--- config.mk ---
export PLATFORM = sky130hd
export DESIGN_NAME = rkc_ctrl
export DESIGN_NICKNAME = d
export VERILOG_FILES = /design/src/sv/rkc_pkg.sv /design/src/sv/rkc_ctrl.sv
export SDC_FILE = /design/constraint.sdc
export NUM_CORES = 1
export LEC_CHECK = 0
export BUFFER_PORTS_ARGS = -buffer_cell sky130_fd_sc_hd__buf_2
export CORE_AREA = 2 2 71 86
export DETAILED_ROUTE_END_ITERATION = 16
export DIE_AREA = 0 0 73 88
export GPL_TIMING_DRIVEN = 0
export SYNTH_ARGS = -nofsm -noshare
export SYNTH_HDL_FRONTEND = slang
export SYNTH_SLANG_ARGS = --single-unit
--- constraint.sdc ---
create_clock -name i_clk -period 4.1 [get_ports i_clk]
set_clock_uncertainty 0.15 [all_clocks]
set_input_delay 0.82 -clock i_clk [delete_from_list [all_inputs] [get_ports i_clk]]
set_output_delay 0.82 -clock i_clk [all_outputs]
set_load 0.1 [all_outputs]
--- src/sv/rkc_pkg.sv ---
// ----------------------------------------------------------------------------
// rkc_pkg: shared types and constants of the keyed-table packet cipher
// Holds the beat structs, operation codes, controller states, the
// controller-to-datapath command struct and the Blowfish S-box table.
// ----------------------------------------------------------------------------
package rkc_pkg;

    localparam int unsigned KEY_MAX_BYTES = 256;
    localparam int unsigned ROM_WORDS     = 1024;

    typedef enum logic [1:0] {
        ACT_LOAD_KEY = 2'd0,
        ACT_SCHEDULE = 2'd1,
        ACT_CIPHER   = 2'd2,
        ACT_UNUSED   = 2'd3
    } t_action;

    typedef struct packed {
        logic [1:0]  action;
        logic [7:0]  key_index;
        logic [7:0]  key_byte;
        logic [31:0] packet_number;
        logic [13:0] word_index;
        logic [15:0] packet_bytes;
        logic [31:0] data_word;
    } t_in_beat;

    typedef struct packed {
        logic [31:0] result_word;
        logic        was_ciphered;
    } t_out_beat;

    typedef enum logic [2:0] {
        ST_IDLE,
        ST_INIT,
        ST_KSA,
        ST_PRGA,
        ST_CIPH
    } t_state;

    typedef enum logic [4:0] {
        OP_NONE,
        OP_KEY_WR,
        OP_CIPH_RD,
        OP_CIPH_OUT,
        OP_INIT_WR,
        OP_KSA_A,
        OP_KSA_B,
        OP_KSA_C,
        OP_KSA_D,
        OP_PRGA_A,
        OP_PRGA_B,
        OP_PRGA_C,
        OP_PRGA_D,
        OP_PRGA_E,
        OP_PRGA_F
    } t_dp_op;

    typedef struct packed {
        t_dp_op      op;
        logic [11:0] cnt;
    } t_dp_cmd;

    typedef struct packed {
        logic out_free;
    } t_dp_status;

    // Standard Blowfish S-boxes, box 0 first.
    localparam logic [31:0] BF_ROM [ROM_WORDS] = '{
        32'hd1310ba6, 32'h98dfb5ac, 32'h2ffd72db, 32'hd01adfb7,
        32'hb8e1afed, 32'h6a267e96, 32'hba7c9045, 32'hf12c7f99,
        32'h24a19947, 32'hb3916cf7, 32'h0801f2e2, 32'h858efc16,
        32'h636920d8, 32'h71574e69, 32'ha458fea3, 32'hf4933d7e,
        32'h0d95748f, 32'h728eb658, 32'h718bcd58, 32'h82154aee,
        32'h7b54a41d, 32'hc25a59b5, 32'h9c30d539, 32'h2af26013,
        32'hc5d1b023, 32'h286085f0, 32'hca417918, 32'hb8db38ef,
        32'h8e79dcb0, 32'h603a180e, 32'h6c9e0e8b, 32'hb01e8a3e,
        32'hd71577c1, 32'hbd314b27, 32'h78af2fda, 32'h55605c60,
        32'he65525f3, 32'haa55ab94, 32'h57489862, 32'h63e81440,
        32'h55ca396a, 32'h2aab10b6, 32'hb4cc5c34, 32'h1141e8ce,
        32'ha15486af, 32'h7c72e993, 32'hb3ee1411, 32'h636fbc2a,
        32'h2ba9c55d, 32'h741831f6, 32'hce5c3e16, 32'h9b87931e,
        32'hafd6ba33, 32'h6c24cf5c, 32'h7a325381, 32'h28958677,
        32'h3b8f4898, 32'h6b4bb9af, 32'hc4bfe81b, 32'h66282193,
        32'h61d809cc, 32'hfb21a991, 32'h487cac60, 32'h5dec8032,
        32'hef845d5d, 32'he98575b1, 32'hdc262302, 32'heb651b88,
        32'h23893e81, 32'hd396acc5, 32'h0f6d6ff3, 32'h83f44239,
        32'h2e0b4482, 32'ha4842004, 32'h69c8f04a, 32'h9e1f9b5e,
        32'h21c66842, 32'hf6e96c9a, 32'h670c9c61, 32'habd388f0,
        32'h6a51a0d2, 32'hd8542f68, 32'h960fa728, 32'hab5133a3,
        32'h6eef0b6c, 32'h137a3be4, 32'hba3bf050, 32'h7efb2a98,
        32'ha1f1651d, 32'h39af0176, 32'h66ca593e, 32'h82430e88,
        32'h8cee8619, 32'h456f9fb4, 32'h7d84a5c3, 32'h3b8b5ebe,
        32'he06f75d8, 32'h85c12073, 32'h401a449f, 32'h56c16aa6,
        32'h4ed3aa62, 32'h363f7706, 32'h1bfedf72, 32'h429b023d,
        32'h37d0d724, 32'hd00a1248, 32'hdb0fead3, 32'h49f1c09b,
        32'h075372c9, 32'h80991b7b, 32'h25d479d8, 32'hf6e8def7,
        32'he3fe501a, 32'hb6794c3b, 32'h976ce0bd, 32'h04c006ba,
        32'hc1a94fb6, 32'h409f60c4, 32'h5e5c9ec2, 32'h196a2463,
        32'h68fb6faf, 32'h3e6c53b5, 32'h1339b2eb, 32'h3b52ec6f,
        32'h6dfc511f, 32'h9b30952c, 32'hcc814544, 32'haf5ebd09,
        32'hbee3d004, 32'hde334afd, 32'h660f2807, 32'h192e4bb3,
        32'hc0cba857, 32'h45c8740f, 32'hd20b5f39, 32'hb9d3fbdb,
        32'h5579c0bd, 32'h1a60320a, 32'hd6a100c6, 32'h402c7279,
        32'h679f25fe, 32'hfb1fa3cc, 32'h8ea5e9f8, 32'hdb3222f8,
        32'h3c7516df, 32'hfd616b15, 32'h2f501ec8, 32'had0552ab,
        32'h323db5fa, 32'hfd238760, 32'h53317b48, 32'h3e00df82,
        32'h9e5c57bb, 32'hca6f8ca0, 32'h1a87562e, 32'hdf1769db,
        32'hd542a8f6, 32'h287effc3, 32'hac6732c6, 32'h8c4f5573,
        32'h695b27b0, 32'hbbca58c8, 32'he1ffa35d, 32'hb8f011a0,
        32'h10fa3d98, 32'hfd2183b8, 32'h4afcb56c, 32'h2dd1d35b,
        32'h9a53e479, 32'hb6f84565, 32'hd28e49bc, 32'h4bfb9790,
        32'he1ddf2da, 32'ha4cb7e33, 32'h62fb1341, 32'hcee4c6e8,
        32'hef20cada, 32'h36774c01, 32'hd07e9efe, 32'h2bf11fb4,
        32'h95dbda4d, 32'hae909198, 32'heaad8e71, 32'h6b93d5a0,
        32'hd08ed1d0, 32'hafc725e0, 32'h8e3c5b2f, 32'h8e7594b7,
        32'h8ff6e2fb, 32'hf2122b64, 32'h8888b812, 32'h900df01c,
        32'h4fad5ea0, 32'h688fc31c, 32'hd1cff191, 32'hb3a8c1ad,
        32'h2f2f2218, 32'hbe0e1777, 32'hea752dfe, 32'h8b021fa1,
        32'he5a0cc0f, 32'hb56f74e8, 32'h18acf3d6, 32'hce89e299,
        32'hb4a84fe0, 32'hfd13e0b7, 32'h7cc43b81, 32'hd2ada8d9,
        32'h165fa266, 32'h80957705, 32'h93cc7314, 32'h211a1477,
        32'he6ad2065, 32'h77b5fa86, 32'hc75442f5, 32'hfb9d35cf,
        32'hebcdaf0c, 32'h7b3e89a0, 32'hd6411bd3, 32'hae1e7e49,
        32'h00250e2d, 32'h2071b35e, 32'h226800bb, 32'h57b8e0af,
        32'h2464369b, 32'hf009b91e, 32'h5563911d, 32'h59dfa6aa,
        32'h78c14389, 32'hd95a537f, 32'h207d5ba2, 32'h02e5b9c5,
        32'h83260376, 32'h6295cfa9, 32'h11c81968, 32'h4e734a41,
        32'hb3472dca, 32'h7b14a94a, 32'h1b510052, 32'h9a532915,
        32'hd60f573f, 32'hbc9bc6e4, 32'h2b60a476, 32'h81e67400,
        32'h08ba6fb5, 32'h571be91f, 32'hf296ec6b, 32'h2a0dd915,
        32'hb6636521, 32'he7b9f9b6, 32'hff34052e, 32'hc5855664,
        32'h53b02d5d, 32'ha99f8fa1, 32'h08ba4799, 32'h6e85076a,
        32'h4b7a70e9, 32'hb5b32944, 32'hdb75092e, 32'hc4192623,
        32'had6ea6b0, 32'h49a7df7d, 32'h9cee60b8, 32'h8fedb266,
        32'hecaa8c71, 32'h699a17ff, 32'h5664526c, 32'hc2b19ee1,
        32'h193602a5, 32'h75094c29, 32'ha0591340, 32'he4183a3e,
        32'h3f54989a, 32'h5b429d65, 32'h6b8fe4d6, 32'h99f73fd6,
        32'ha1d29c07, 32'hefe830f5, 32'h4d2d38e6, 32'hf0255dc1,
        32'h4cdd2086, 32'h8470eb26, 32'h6382e9c6, 32'h021ecc5e,
        32'h09686b3f, 32'h3ebaefc9, 32'h3c971814, 32'h6b6a70a1,
        32'h687f3584, 32'h52a0e286, 32'hb79c5305, 32'haa500737,
        32'h3e07841c, 32'h7fdeae5c, 32'h8e7d44ec, 32'h5716f2b8,
        32'hb03ada37, 32'hf0500c0d, 32'hf01c1f04, 32'h0200b3ff,
        32'hae0cf51a, 32'h3cb574b2, 32'h25837a58, 32'hdc0921bd,
        32'hd19113f9, 32'h7ca92ff6, 32'h94324773, 32'h22f54701,
        32'h3ae5e581, 32'h37c2dadc, 32'hc8b57634, 32'h9af3dda7,
        32'ha9446146, 32'h0fd0030e, 32'hecc8c73e, 32'ha4751e41,
        32'he238cd99, 32'h3bea0e2f, 32'h3280bba1, 32'h183eb331,
        32'h4e548b38, 32'h4f6db908, 32'h6f420d03, 32'hf60a04bf,
        32'h2cb81290, 32'h24977c79, 32'h5679b072, 32'hbcaf89af,
        32'hde9a771f, 32'hd9930810, 32'hb38bae12, 32'hdccf3f2e,
        32'h5512721f, 32'h2e6b7124, 32'h501adde6, 32'h9f84cd87,
        32'h7a584718, 32'h7408da17, 32'hbc9f9abc, 32'he94b7d8c,
        32'hec7aec3a, 32'hdb851dfa, 32'h63094366, 32'hc464c3d2,
        32'hef1c1847, 32'h3215d908, 32'hdd433b37, 32'h24c2ba16,
        32'h12a14d43, 32'h2a65c451, 32'h50940002, 32'h133ae4dd,
        32'h71dff89e, 32'h10314e55, 32'h81ac77d6, 32'h5f11199b,
        32'h043556f1, 32'hd7a3c76b, 32'h3c11183b, 32'h5924a509,
        32'hf28fe6ed, 32'h97f1fbfa, 32'h9ebabf2c, 32'h1e153c6e,
        32'h86e34570, 32'heae96fb1, 32'h860e5e0a, 32'h5a3e2ab3,
        32'h771fe71c, 32'h4e3d06fa, 32'h2965dcb9, 32'h99e71d0f,
        32'h803e89d6, 32'h5266c825, 32'h2e4cc978, 32'h9c10b36a,
        32'hc6150eba, 32'h94e2ea78, 32'ha5fc3c53, 32'h1e0a2df4,
        32'hf2f74ea7, 32'h361d2b3d, 32'h1939260f, 32'h19c27960,
        32'h5223a708, 32'hf71312b6, 32'hebadfe6e, 32'heac31f66,
        32'he3bc4595, 32'ha67bc883, 32'hb17f37d1, 32'h018cff28,
        32'hc332ddef, 32'hbe6c5aa5, 32'h65582185, 32'h68ab9802,
        32'heecea50f, 32'hdb2f953b, 32'h2aef7dad, 32'h5b6e2f84,
        32'h1521b628, 32'h29076170, 32'hecdd4775, 32'h619f1510,
        32'h13cca830, 32'heb61bd96, 32'h0334fe1e, 32'haa0363cf,
        32'hb5735c90, 32'h4c70a239, 32'hd59e9e0b, 32'hcbaade14,
        32'heecc86bc, 32'h60622ca7, 32'h9cab5cab, 32'hb2f3846e,
        32'h648b1eaf, 32'h19bdf0ca, 32'ha02369b9, 32'h655abb50,
        32'h40685a32, 32'h3c2ab4b3, 32'h319ee9d5, 32'hc021b8f7,
        32'h9b540b19, 32'h875fa099, 32'h95f7997e, 32'h623d7da8,
        32'hf837889a, 32'h97e32d77, 32'h11ed935f, 32'h16681281,
        32'h0e358829, 32'hc7e61fd6, 32'h96dedfa1, 32'h7858ba99,
        32'h57f584a5, 32'h1b227263, 32'h9b83c3ff, 32'h1ac24696,
        32'hcdb30aeb, 32'h532e3054, 32'h8fd948e4, 32'h6dbc3128,
        32'h58ebf2ef, 32'h34c6ffea, 32'hfe28ed61, 32'hee7c3c73,
        32'h5d4a14d9, 32'he864b7e3, 32'h42105d14, 32'h203e13e0,
        32'h45eee2b6, 32'ha3aaabea, 32'hdb6c4f15, 32'hfacb4fd0,
        32'hc742f442, 32'hef6abbb5, 32'h654f3b1d, 32'h41cd2105,
        32'hd81e799e, 32'h86854dc7, 32'he44b476a, 32'h3d816250,
        32'hcf62a1f2, 32'h5b8d2646, 32'hfc8883a0, 32'hc1c7b6a3,
        32'h7f1524c3, 32'h69cb7492, 32'h47848a0b, 32'h5692b285,
        32'h095bbf00, 32'had19489d, 32'h1462b174, 32'h23820e00,
        32'h58428d2a, 32'h0c55f5ea, 32'h1dadf43e, 32'h233f7061,
        32'h3372f092, 32'h8d937e41, 32'hd65fecf1, 32'h6c223bdb,
        32'h7cde3759, 32'hcbee7460, 32'h4085f2a7, 32'hce77326e,
        32'ha6078084, 32'h19f8509e, 32'he8efd855, 32'h61d99735,
        32'ha969a7aa, 32'hc50c06c2, 32'h5a04abfc, 32'h800bcadc,
        32'h9e447a2e, 32'hc3453484, 32'hfdd56705, 32'h0e1e9ec9,
        32'hdb73dbd3, 32'h105588cd, 32'h675fda79, 32'he3674340,
        32'hc5c43465, 32'h713e38d8, 32'h3d28f89e, 32'hf16dff20,
        32'h153e21e7, 32'h8fb03d4a, 32'he6e39f2b, 32'hdb83adf7,
        32'he93d5a68, 32'h948140f7, 32'hf64c261c, 32'h94692934,
        32'h411520f7, 32'h7602d4f7, 32'hbcf46b2e, 32'hd4a20068,
        32'hd4082471, 32'h3320f46a, 32'h43b7d4b7, 32'h500061af,
        32'h1e39f62e, 32'h97244546, 32'h14214f74, 32'hbf8b8840,
        32'h4d95fc1d, 32'h96b591af, 32'h70f4ddd3, 32'h66a02f45,
        32'hbfbc09ec, 32'h03bd9785, 32'h7fac6dd0, 32'h31cb8504,
        32'h96eb27b3, 32'h55fd3941, 32'hda2547e6, 32'habca0a9a,
        32'h28507825, 32'h530429f4, 32'h0a2c86da, 32'he9b66dfb,
        32'h68dc1462, 32'hd7486900, 32'h680ec0a4, 32'h27a18dee,
        32'h4f3ffea2, 32'he887ad8c, 32'hb58ce006, 32'h7af4d6b6,
        32'haace1e7c, 32'hd3375fec, 32'hce78a399, 32'h406b2a42,
        32'h20fe9e35, 32'hd9f385b9, 32'hee39d7ab, 32'h3b124e8b,
        32'h1dc9faf7, 32'h4b6d1856, 32'h26a36631, 32'heae397b2,
        32'h3a6efa74, 32'hdd5b4332, 32'h6841e7f7, 32'hca7820fb,
        32'hfb0af54e, 32'hd8feb397, 32'h454056ac, 32'hba489527,
        32'h55533a3a, 32'h20838d87, 32'hfe6ba9b7, 32'hd096954b,
        32'h55a867bc, 32'ha1159a58, 32'hcca92963, 32'h99e1db33,
        32'ha62a4a56, 32'h3f3125f9, 32'h5ef47e1c, 32'h9029317c,
        32'hfdf8e802, 32'h04272f70, 32'h80bb155c, 32'h05282ce3,
        32'h95c11548, 32'he4c66d22, 32'h48c1133f, 32'hc70f86dc,
        32'h07f9c9ee, 32'h41041f0f, 32'h404779a4, 32'h5d886e17,
        32'h325f51eb, 32'hd59bc0d1, 32'hf2bcc18f, 32'h41113564,
        32'h257b7834, 32'h602a9c60, 32'hdff8e8a3, 32'h1f636c1b,
        32'h0e12b4c2, 32'h02e1329e, 32'haf664fd1, 32'hcad18115,
        32'h6b2395e0, 32'h333e92e1, 32'h3b240b62, 32'heebeb922,
        32'h85b2a20e, 32'he6ba0d99, 32'hde720c8c, 32'h2da2f728,
        32'hd0127845, 32'h95b794fd, 32'h647d0862, 32'he7ccf5f0,
        32'h5449a36f, 32'h877d48fa, 32'hc39dfd27, 32'hf33e8d1e,
        32'h0a476341, 32'h992eff74, 32'h3a6f6eab, 32'hf4f8fd37,
        32'ha812dc60, 32'ha1ebddf8, 32'h991be14c, 32'hdb6e6b0d,
        32'hc67b5510, 32'h6d672c37, 32'h2765d43b, 32'hdcd0e804,
        32'hf1290dc7, 32'hcc00ffa3, 32'hb5390f92, 32'h690fed0b,
        32'h667b9ffb, 32'hcedb7d9c, 32'ha091cf0b, 32'hd9155ea3,
        32'hbb132f88, 32'h515bad24, 32'h7b9479bf, 32'h763bd6eb,
        32'h37392eb3, 32'hcc115979, 32'h8026e297, 32'hf42e312d,
        32'h6842ada7, 32'hc66a2b3b, 32'h12754ccc, 32'h782ef11c,
        32'h6a124237, 32'hb79251e7, 32'h06a1bbe6, 32'h4bfb6350,
        32'h1a6b1018, 32'h11caedfa, 32'h3d25bdd8, 32'he2e1c3c9,
        32'h44421659, 32'h0a121386, 32'hd90cec6e, 32'hd5abea2a,
        32'h64af674e, 32'hda86a85f, 32'hbebfe988, 32'h64e4c3fe,
        32'h9dbc8057, 32'hf0f7c086, 32'h60787bf8, 32'h6003604d,
        32'hd1fd8346, 32'hf6381fb0, 32'h7745ae04, 32'hd736fccc,
        32'h83426b33, 32'hf01eab71, 32'hb0804187, 32'h3c005e5f,
        32'h77a057be, 32'hbde8ae24, 32'h55464299, 32'hbf582e61,
        32'h4e58f48f, 32'hf2ddfda2, 32'hf474ef38, 32'h8789bdc2,
        32'h5366f9c3, 32'hc8b38e74, 32'hb475f255, 32'h46fcd9b9,
        32'h7aeb2661, 32'h8b1ddf84, 32'h846a0e79, 32'h915f95e2,
        32'h466e598e, 32'h20b45770, 32'h8cd55591, 32'hc902de4c,
        32'hb90bace1, 32'hbb8205d0, 32'h11a86248, 32'h7574a99e,
        32'hb77f19b6, 32'he0a9dc09, 32'h662d09a1, 32'hc4324633,
        32'he85a1f02, 32'h09f0be8c, 32'h4a99a025, 32'h1d6efe10,
        32'h1ab93d1d, 32'h0ba5a4df, 32'ha186f20f, 32'h2868f169,
        32'hdcb7da83, 32'h573906fe, 32'ha1e2ce9b, 32'h4fcd7f52,
        32'h50115e01, 32'ha70683fa, 32'ha002b5c4, 32'h0de6d027,
        32'h9af88c27, 32'h773f8641, 32'hc3604c06, 32'h61a806b5,
        32'hf0177a28, 32'hc0f586e0, 32'h006058aa, 32'h30dc7d62,
        32'h11e69ed7, 32'h2338ea63, 32'h53c2dd94, 32'hc2c21634,
        32'hbbcbee56, 32'h90bcb6de, 32'hebfc7da1, 32'hce591d76,
        32'h6f05e409, 32'h4b7c0188, 32'h39720a3d, 32'h7c927c24,
        32'h86e3725f, 32'h724d9db9, 32'h1ac15bb4, 32'hd39eb8fc,
        32'hed545578, 32'h08fca5b5, 32'hd83d7cd3, 32'h4dad0fc4,
        32'h1e50ef5e, 32'hb161e6f8, 32'ha28514d9, 32'h6c51133c,
        32'h6fd5c7e7, 32'h56e14ec4, 32'h362abfce, 32'hddc6c837,
        32'hd79a3234, 32'h92638212, 32'h670efa8e, 32'h406000e0,
        32'h3a39ce37, 32'hd3faf5cf, 32'habc27737, 32'h5ac52d1b,
        32'h5cb0679e, 32'h4fa33742, 32'hd3822740, 32'h99bc9bbe,
        32'hd5118e9d, 32'hbf0f7315, 32'hd62d1c7e, 32'hc700c47b,
        32'hb78c1b6b, 32'h21a19045, 32'hb26eb1be, 32'h6a366eb4,
        32'h5748ab2f, 32'hbc946e79, 32'hc6a376d2, 32'h6549c2c8,
        32'h530ff8ee, 32'h468dde7d, 32'hd5730a1d, 32'h4cd04dc6,
        32'h2939bbdb, 32'ha9ba4650, 32'hac9526e8, 32'hbe5ee304,
        32'ha1fad5f0, 32'h6a2d519a, 32'h63ef8ce2, 32'h9a86ee22,
        32'hc089c2b8, 32'h43242ef6, 32'ha51e03aa, 32'h9cf2d0a4,
        32'h83c061ba, 32'h9be96a4d, 32'h8fe51550, 32'hba645bd6,
        32'h2826a2f9, 32'ha73a3ae1, 32'h4ba99586, 32'hef5562e9,
        32'hc72fefd3, 32'hf752f7da, 32'h3f046f69, 32'h77fa0a59,
        32'h80e4a915, 32'h87b08601, 32'h9b09e6ad, 32'h3b3ee593,
        32'he990fd5a, 32'h9e34d797, 32'h2cf0b7d9, 32'h022b8b51,
        32'h96d5ac3a, 32'h017da67d, 32'hd1cf3ed6, 32'h7c7d2d28,
        32'h1f9f25cf, 32'hadf2b89b, 32'h5ad6b472, 32'h5a88f54c,
        32'he029ac71, 32'he019a5e6, 32'h47b0acfd, 32'hed93fa9b,
        32'he8d3c48d, 32'h283b57cc, 32'hf8d56629, 32'h79132e28,
        32'h785f0191, 32'hed756055, 32'hf7960e44, 32'he3d35e8c,
        32'h15056dd4, 32'h88f46dba, 32'h03a16125, 32'h0564f0bd,
        32'hc3eb9e15, 32'h3c9057a2, 32'h97271aec, 32'ha93a072a,
        32'h1b3f6d9b, 32'h1e6321f5, 32'hf59c66fb, 32'h26dcf319,
        32'h7533d928, 32'hb155fdf5, 32'h03563482, 32'h8aba3cbb,
        32'h28517711, 32'hc20ad9f8, 32'habcc5167, 32'hccad925f,
        32'h4de81751, 32'h3830dc8e, 32'h379d5862, 32'h9320f991,
        32'hea7a90c2, 32'hfb3e7bce, 32'h5121ce64, 32'h774fbe32,
        32'ha8b6e37e, 32'hc3293d46, 32'h48de5369, 32'h6413e680,
        32'ha2ae0810, 32'hdd6db224, 32'h69852dfd, 32'h09072166,
        32'hb39a460a, 32'h6445c0dd, 32'h586cdecf, 32'h1c20c8ae,
        32'h5bbef7dd, 32'h1b588d40, 32'hccd2017f, 32'h6bb4e3bb,
        32'hdda26a7e, 32'h3a59ff45, 32'h3e350a44, 32'hbcb4cdd5,
        32'h72eacea8, 32'hfa6484bb, 32'h8d6612ae, 32'hbf3c6f47,
        32'hd29be463, 32'h542f5d9e, 32'haec2771b, 32'hf64e6370,
        32'h740e0d8d, 32'he75b1357, 32'hf8721671, 32'haf537d5d,
        32'h4040cb08, 32'h4eb4e2cc, 32'h34d2466a, 32'h0115af84,
        32'he1b00428, 32'h95983a1d, 32'h06b89fb4, 32'hce6ea048,
        32'h6f3f3b82, 32'h3520ab82, 32'h011a1d4b, 32'h277227f8,
        32'h611560b1, 32'he7933fdc, 32'hbb3a792b, 32'h344525bd,
        32'ha08839e1, 32'h51ce794b, 32'h2f32c9b7, 32'ha01fbac9,
        32'he01cc87e, 32'hbcc7d1f6, 32'hcf0111c3, 32'ha1e8aac7,
        32'h1a908749, 32'hd44fbd9a, 32'hd0dadecb, 32'hd50ada38,
        32'h0339c32a, 32'hc6913667, 32'h8df9317c, 32'he0b12b4f,
        32'hf79e59b7, 32'h43f5bb3a, 32'hf2d519ff, 32'h27d9459c,
        32'hbf97222c, 32'h15e6fc2a, 32'h0f91fc71, 32'h9b941525,
        32'hfae59361, 32'hceb69ceb, 32'hc2a86459, 32'h12baa8d1,
        32'hb6c1075e, 32'he3056a0c, 32'h10d25065, 32'hcb03a442,
        32'he0ec6e0e, 32'h1698db3b, 32'h4c98a0be, 32'h3278e964,
        32'h9f1f9532, 32'he0d392df, 32'hd3a0342b, 32'h8971f21e,
        32'h1b0a7441, 32'h4ba3348c, 32'hc5be7120, 32'hc37632d8,
        32'hdf359f8d, 32'h9b992f2e, 32'he60b6f47, 32'h0fe3f11d,
        32'he54cda54, 32'h1edad891, 32'hce6279cf, 32'hcd3e7e6f,
        32'h1618b166, 32'hfd2c1d05, 32'h848fd2c5, 32'hf6fb2299,
        32'hf523f357, 32'ha6327623, 32'h93a83531, 32'h56cccd02,
        32'hacf08162, 32'h5a75ebb5, 32'h6e163697, 32'h88d273cc,
        32'hde966292, 32'h81b949d0, 32'h4c50901b, 32'h71c65614,
        32'he6c6c7bd, 32'h327a140a, 32'h45e1d006, 32'hc3f27b9a,
        32'hc9aa53fd, 32'h62a80f00, 32'hbb25bfe2, 32'h35bdd2f6,
        32'h71126905, 32'hb2040222, 32'hb6cbcf7c, 32'hcd769c2b,
        32'h53113ec0, 32'h1640e3d3, 32'h38abbd60, 32'h2547adf0,
        32'hba38209c, 32'hf746ce76, 32'h77afa1c5, 32'h20756060,
        32'h85cbfe4e, 32'h8ae88dd8, 32'h7aaaf9b0, 32'h4cf9aa7e,
        32'h1948c25c, 32'h02fb8a8c, 32'h01c36ae4, 32'hd6ebe1f9,
        32'h90d4f869, 32'ha65cdea0, 32'h3f09252d, 32'hc208e69f,
        32'hb74e6132, 32'hce77e25b, 32'h578fdfe3, 32'h3ac372e6
    };

endpackage

--- src/sv/rkc_ctrl.sv ---
// ----------------------------------------------------------------------------
// rkc_ctrl: sequencing state machine of the keyed-table packet cipher
// Decodes load-key and cipher beats, walks the permutation init, key schedule
// and table generation phases, and issues one datapath command per cycle.
// ----------------------------------------------------------------------------
module rkc_ctrl (
    input  logic                i_clk,
    input  logic                i_rst_n,
    input  logic                i_in_valid,
    input  logic [1:0]          i_action,
    input  rkc_pkg::t_dp_status i_status,
    output logic                o_in_stall,
    output rkc_pkg::t_dp_cmd    o_cmd
);

    rkc_pkg::t_state r_state, n_state;
    logic [11:0]     r_cnt, n_cnt;
    logic [2:0]      r_ph, n_ph;
    logic            w_accept;

    assign w_accept = i_in_valid && (r_state == rkc_pkg::ST_IDLE);

    always_ff @(posedge i_clk) begin
        if (!i_rst_n) begin
            r_state <= rkc_pkg::ST_IDLE;
            r_cnt   <= '0;
            r_ph    <= '0;
        end else begin
            r_state <= n_state;
            r_cnt   <= n_cnt;
            r_ph    <= n_ph;
        end
    end

    // Next state and step counters.
    always_comb begin
        n_state = r_state;
        n_cnt   = r_cnt;
        n_ph    = r_ph;
        case (r_state)
            rkc_pkg::ST_IDLE: begin
                n_cnt = '0;
                n_ph  = '0;
                if (w_accept && (i_action == rkc_pkg::ACT_SCHEDULE)) begin
                    n_state = rkc_pkg::ST_INIT;
                end else if (w_accept && (i_action == rkc_pkg::ACT_CIPHER)) begin
                    n_state = rkc_pkg::ST_CIPH;
                end
            end
            rkc_pkg::ST_INIT: begin
                if (r_cnt[7:0] == 8'hff) begin
                    n_state = rkc_pkg::ST_KSA;
                    n_cnt   = '0;
                end else begin
                    n_cnt = r_cnt + 12'd1;
                end
            end
            rkc_pkg::ST_KSA: begin
                if (r_ph == 3'd3) begin
                    n_ph = '0;
                    if (r_cnt[7:0] == 8'hff) begin
                        n_state = rkc_pkg::ST_PRGA;
                        n_cnt   = '0;
                    end else begin
                        n_cnt = r_cnt + 12'd1;
                    end
                end else begin
                    n_ph = r_ph + 3'd1;
                end
            end
            rkc_pkg::ST_PRGA: begin
                if (r_ph == 3'd5) begin
                    n_ph = '0;
                    if (r_cnt == 12'hfff) begin
                        n_state = rkc_pkg::ST_IDLE;
                        n_cnt   = '0;
                    end else begin
                        n_cnt = r_cnt + 12'd1;
                    end
                end else begin
                    n_ph = r_ph + 3'd1;
                end
            end
            rkc_pkg::ST_CIPH: begin
                if (i_status.out_free) begin
                    n_state = rkc_pkg::ST_IDLE;
                end
            end
            default: begin
                n_state = rkc_pkg::ST_IDLE;
            end
        endcase
    end

    // Command decode.
    always_comb begin
        o_cmd.cnt = r_cnt;
        o_cmd.op  = rkc_pkg::OP_NONE;
        case (r_state)
            rkc_pkg::ST_IDLE: begin
                if (w_accept && (i_action == rkc_pkg::ACT_LOAD_KEY)) begin
                    o_cmd.op = rkc_pkg::OP_KEY_WR;
                end else if (w_accept && (i_action == rkc_pkg::ACT_CIPHER)) begin
                    o_cmd.op = rkc_pkg::OP_CIPH_RD;
                end
            end
            rkc_pkg::ST_INIT: o_cmd.op = rkc_pkg::OP_INIT_WR;
            rkc_pkg::ST_KSA: begin
                case (r_ph)
                    3'd0:    o_cmd.op = rkc_pkg::OP_KSA_A;
                    3'd1:    o_cmd.op = rkc_pkg::OP_KSA_B;
                    3'd2:    o_cmd.op = rkc_pkg::OP_KSA_C;
                    default: o_cmd.op = rkc_pkg::OP_KSA_D;
                endcase
            end
            rkc_pkg::ST_PRGA: begin
                case (r_ph)
                    3'd0:    o_cmd.op = rkc_pkg::OP_PRGA_A;
                    3'd1:    o_cmd.op = rkc_pkg::OP_PRGA_B;
                    3'd2:    o_cmd.op = rkc_pkg::OP_PRGA_C;
                    3'd3:    o_cmd.op = rkc_pkg::OP_PRGA_D;
                    3'd4:    o_cmd.op = rkc_pkg::OP_PRGA_E;
                    default: o_cmd.op = rkc_pkg::OP_PRGA_F;
                endcase
            end
            rkc_pkg::ST_CIPH: begin
                if (i_status.out_free) begin
                    o_cmd.op = rkc_pkg::OP_CIPH_OUT;
                end
            end
            default: o_cmd.op = rkc_pkg::OP_NONE;
        endcase
    end

    assign o_in_stall = (r_state != rkc_pkg::ST_IDLE);

`ifndef SYNTHESIS
    a_ksa_cnt_range: assert property (@(posedge i_clk) disable iff (!i_rst_n)
        (r_state == rkc_pkg::ST_KSA) |-> (r_cnt[11:8] == 4'd0))
        else $error("key schedule counter out of range");
    a_init_to_ksa: assert property (@(posedge i_clk) disable iff (!i_rst_n)
        (r_state == rkc_pkg::ST_INIT && r_cnt == 12'd255) |=>
        (r_state == rkc_pkg::ST_KSA && r_cnt == 12'd0 && r_ph == 3'd0))
        else $error("init did not hand over to key schedule");
    a_prga_done: assert property (@(posedge i_clk) disable iff (!i_rst_n)
        (r_state == rkc_pkg::ST_PRGA && r_ph == 3'd5 && r_cnt == 12'hfff) |=>
        (r_state == rkc_pkg::ST_IDLE))
        else $error("table generation did not finish");
    a_phase_range: assert property (@(posedge i_clk) disable iff (!i_rst_n)
        (r_ph <= 3'd5))
        else $error("phase counter out of range");
`endif

endmodule

Word level (Yosys, flattened, before mapping):

Index checks and enable logic that the tools add are counted.

* input bits: 6
* logic and storage cells: 60
* output and inout bits: 18
* register bits after elaboration: 18

* eq/ne operators: 20
* mux-type cells: 23
* reductions and logical operators: 12
* add/subtract/negate cells: 2

Operators with widths (number)
* two-way mux 12 bit: 4
* one-hot mux 12 bit (4 select lines): 1
* two-way mux 3 bit: 10
* one-hot mux 3 bit (5 select lines): 2
* one-hot mux 5 bit (5 select lines): 1
* adder 12 x 1 -> 12 bit (second input constant): 1
* equality test 12 bit (second input constant): 1
* equality test 3 x 2 -> 1 bit (second input constant): 4
* != test 2 bit (second input constant): 6
* one-hot mux 4 bit (3 select lines): 1
* equality test 3 bit (second input constant): 3
* one-hot mux 3 bit (3 select lines): 1
* equality test 8 bit (second input constant): 1
* AND reduction 7 bit: 1
* equality test 3 x 1 -> 1 bit (second input constant): 2
* zero test 3 bit: 2
* two-way mux 2 bit: 3
* nonzero test 3 bit: 2
* logical AND 1 bit: 4
* nonzero test 4 bit: 1
* adder 3 x 1 -> 3 bit (second input constant): 1
* != test 3 x 1 -> 1 bit (second input constant): 1
* AND reduction 3 bit: 1
* equality test 2 x 1 -> 1 bit (second input constant): 1
* 2 further kinds: 2

Logic depth before layout (Yosys ltp):

* depth after elaboration: 6
* mapped depth: 8

Least setup slack after synthesis:

No wires, ideal clock.

* kind: register to output
* start point: register r_ph[0]
* end point: output port o_cmd[14] (netlist bit)
* data arrival time: 3.285 ns
* data required time: 3.130 ns
* path slack: -0.155 ns
* stages on the path, launching flop included: 6
* buffers on the path: 0
* cell sequence: dfxtp_1 > inv_1 > ha_1 > nor3_1 > nor4_1 > a211oi_1

RTL lines
* from (decl): line rkc_ctrl.sv:18 `logic [2:0] r_ph, n_ph;`
* from (signal assigned): line rkc_ctrl.sv:31 `r_ph <= n_ph;`
* to (decl): line rkc_ctrl.sv:13 `output rkc_pkg::t_dp_cmd o_cmd`

==> metrics.csv <==
stage,metric,value,unit
route,1st-iter DRT viols,96,
floorplanning,effective utilization at floorplan,0.242,
logic_synthesis,"Distinct cells, synth",48,
sta,final setup fails,0,
worst_setup_path,"Data arrival, critical path",2.13,ns
power,Total Power,388,uW
placed_design,Placer Congestion,0.800,
sta,RSZ-0062 raised after global routing,no,
worst_setup_path,depth of the worst register-to-register path,8,
clocking,clk root buf,clkbuf_8,
floorplanning,number of cell rows,30,
global_route,largest net degree at the start of global routing,11,
floorplanning,Die ar.,6420,um2
route,total number of vias,1340,
layout,multi-input gate area in the final layout,893,um2
power,Clock Power Share,0.395,
logic_synthesis,Synth Area in Simple Gates,0.311,
global_route,remaining global-route overflow,0,
logic_synthesis,Synth Area in Compound Gates,0.239,
route,wire length per cell,13.3,um
clocking,clock buffer depth,2,
layout,Layout Nets,216,
global_route,Tot GR Track Use,0.116,
route,DRC viols,0,
min_path,worst min-delay path category,reg -> reg,
logic_synthesis,multiplexer area fraction after synthesis,0.0157,
power,peak supply drop,0.000175,V
layout,most frequent cells in the layout,"buf_2 (22), dfxtp_1 (18), a21oi_1 (17)",
worst_setup_path,WP data required,3.13,ns
layout,n_diodes,0,
floorplanning,IO Pins,24,
worst_setup_path,"Critical Path, Cell by Cell",buf_1 -> or3_1 -> nor4b_1 -> a21oi_1 -> nand2_1 -> buf_2,
power,P per Cell Area,242,nW/um2
placed_design,Area after DPL,1550,um2
logic_synthesis,Synth Flop Type,dfxtp_1,
logic_synthesis,Synth Area in Adders,0.0739,
power,Internal,275,uW
logic_synthesis,post-synthesis cell count,176,
worst_setup_path,max incr delay on CP,0.43,ns
global_route,first-pass GRT wire length,6.00,mm
worst_setup_path,crit path kind,reg -> out,
sta,setup tns final,0,ns
power,Combinational Power Share,0.147,
floorplanning,Die X,73,um
power,switching power share of the total,0.290,
sta,final worst-path cycle share,0.755,
logic_synthesis,Synth Area in XOR/XNOR,0.0129,
layout,fin area,1600,um2
route,TritonRoute pass-1 iters,4,
placed_design,"worst slack, placed",1.27,ns
route,Routed WL,3.51,mm
sta,Setup WS post-layout,1.00,ns
worst_setup_path,Crit. End Element,output port,
layout,Filler cells,622,
global_route,number of global-route vias before repair,1223,
run_status,status,"finished, final reports clean",
clocking,Sink Count,18,
sta,Max-slew headroom,0.617,
logic_synthesis,Ys Warns,0,
layout,layout cells sized above 1,0.209,
placed_design,Post-DP HPWL,2.58,mm
power,register share of total power,0.458,
job,max_cap viols,0,
worst_setup_path,flop2flop setup slack,1.75,ns
worst_setup_path,RR Startpoint,r_ph[2]$_SDFFE_PN0P_,
placed_design,number of I/O port buffers,21,
clocking,hold-fix buffers at CTS,0,
route,antenna-violating nets left,0,
logic_synthesis,synthesized flop and latch total,18,
clocking,clock slew at reported path FFs,0.08,ns
min_path,Worst Hold Launch,r_cnt[1]$_SDFFE_PN0P_,
sta,post-layout min period,3.10,ns
sta,final hold slack,0.350,ns
sta,Final Max Tran Viols,0,
layout,synth-to-layout area growth,18.1,%
logic_synthesis,Synth Cell Area,1360,um2
logic_synthesis,"Seq/Total Area, Yosys",0.266,
clocking,Num CTS Buffers,3,
logic_synthesis,Post-synth EDFFs,0,
logic_synthesis,syn_nets,190,
sta,Worst-Margin Slew,0.574,ns
layout,"commonest non-fill, non-tap cell in the layout",buf_2,
logic_synthesis,Syn Area/Cell,7.70,um2
worst_setup_path,Worst Setup EP,o_cmd[12],
layout,FF/Latch Area,360,um2
clocking,setup bufs post-CTS,0,
clocking,CTS tree,built,
power,NetSw,112,uW
worst_setup_path,Setup crit start,r_state[1]$_SDFFE_PN0P_,
worst_setup_path,CP max-delay cell,or3_1,
clocking,CTS H-tree lvls,1,
logic_synthesis,asr flop ratio synth,0,
clocking,Resize count post-CTS,0,
worst_setup_path,reg-to-reg endpoint,r_cnt[5]$_SDFFE_PN0P_,
floorplanning,die height,88,um
global_route,initial antenna violation count,0,
sta,endpoints failing hold,0,
power,Leak,0.000610,uW
sta,Max Clock Freq,323,MHz
floorplanning,core area,5590,um2
clocking,clk_lat worst skew,0.26,ns
worst_setup_path,Startpoint Class,flip-flop,
route,via/cell ratio,5.06,
logic_synthesis,largest family of logic cells by synthesized area,simple AND/OR/NAND/NOR gates,
worst_setup_path,CP Max Fanout,10,
[per-stage QoR]
step,util,instances
floorplan,-,176
global placement,0.276,261
detailed placement,0.276,261
CTS,0.286,265
global route,0.286,265
finish,0.286,265
[cell usage after synthesis (2+ instances only)]
cell type   n  share of area
a211oi_1    3          0.017
buf_4       2          0.011
nor2_1     16          0.044
ha_1        8          0.074
and4_1      3          0.019
or4_1       2          0.011
a31o_2      3          0.019
o21ai_0    12          0.044
nand3_1     9          0.033
inv_1      10          0.028
xnor2_1     2          0.013
a21oi_1    17          0.063
nor4_1      2         0.0092
buf_6       2          0.017
a31oi_1     3          0.014
a32oi_1     2          0.013
or3_1       3          0.014
and3_1      3          0.014
nor3_1      4          0.015
clkbuf_1    6          0.017
nand3b_1    2          0.011
dfxtp_1    18           0.27
nand4_1     4          0.018
nand2_1    16          0.044
[state kept, by name, indices dropped and copies added (netlist names)]
name     flops
r_state      3
r_ph         3
r_cnt       12
[power groups by stage]
stage / Clock [uW] / Combinational [uW] / Sequential (uW)
after floorplan: 0 / 42.0 / 184
after global placement: 0 / 56.7 / 182
after detailed placement: 0 / 56.7 / 182
after CTS: 159 / 57.1 / 177
after global routing: 167 / 60.9 / 178
final: 153 / 56.8 / 178
[cells by family (layout without fill, tap and decap cells)]
family | count (synthesis) | after routing
flip-flops | 18 | 18
XOR/XNOR | 2 | 2
other | 1 | 1
AND/OR/NAND/NOR | 75 | 75
AO/OA/AOI/OAI | 48 | 48
multiplexers | 2 | 2
buffers and inverters | 22 | 47
adder cells (fa/ha/maj) | 8 | 8
[layer usage]
layer	wire (um)	track usage	vias up
met1	1800	0.166	617
met3	166	0.0299	2
met4	17	0.0152	0
met5	0	0	-
li1	-	-	693
met2	1530	0.179	28
[critical path: cells and delay by family, from the launching register on]
kind	cells	cell delay, ns
flip-flops	1	0.34
AND/OR/NAND/NOR	3	0.79
AO/OA/AOI/OAI	1	0.07
buffers and inverters	2	0.65
[worst min path at each step]
stage / endpoint / slack, ns / cells after the start
2_1_floorplan: r_ph[1]$_SDFFE_PN0P_ / 0.34 / 2
3_3_place_gp: r_cnt[1]$_SDFFE_PN0P_ / 0.34 / 2
3_5_place_dp: r_cnt[1]$_SDFFE_PN0P_ / 0.34 / 2
4_1_cts: r_cnt[1]$_SDFFE_PN0P_ / 0.35 / 2
5_1_grt: r_cnt[1]$_SDFFE_PN0P_ / 0.40 / 2
6_report: r_cnt[1]$_SDFFE_PN0P_ / 0.35 / 2
[layout make-up]
type	count	area share
multi-input combinational	136	0.558
sequential	18	0.225
timing repair buffer	21	0.0657
inverter	10	0.0235
clock buffer	4	0.0344
buffer	12	0.0430
tap	64	0.0500
Power figures use the tool's default switching activity.
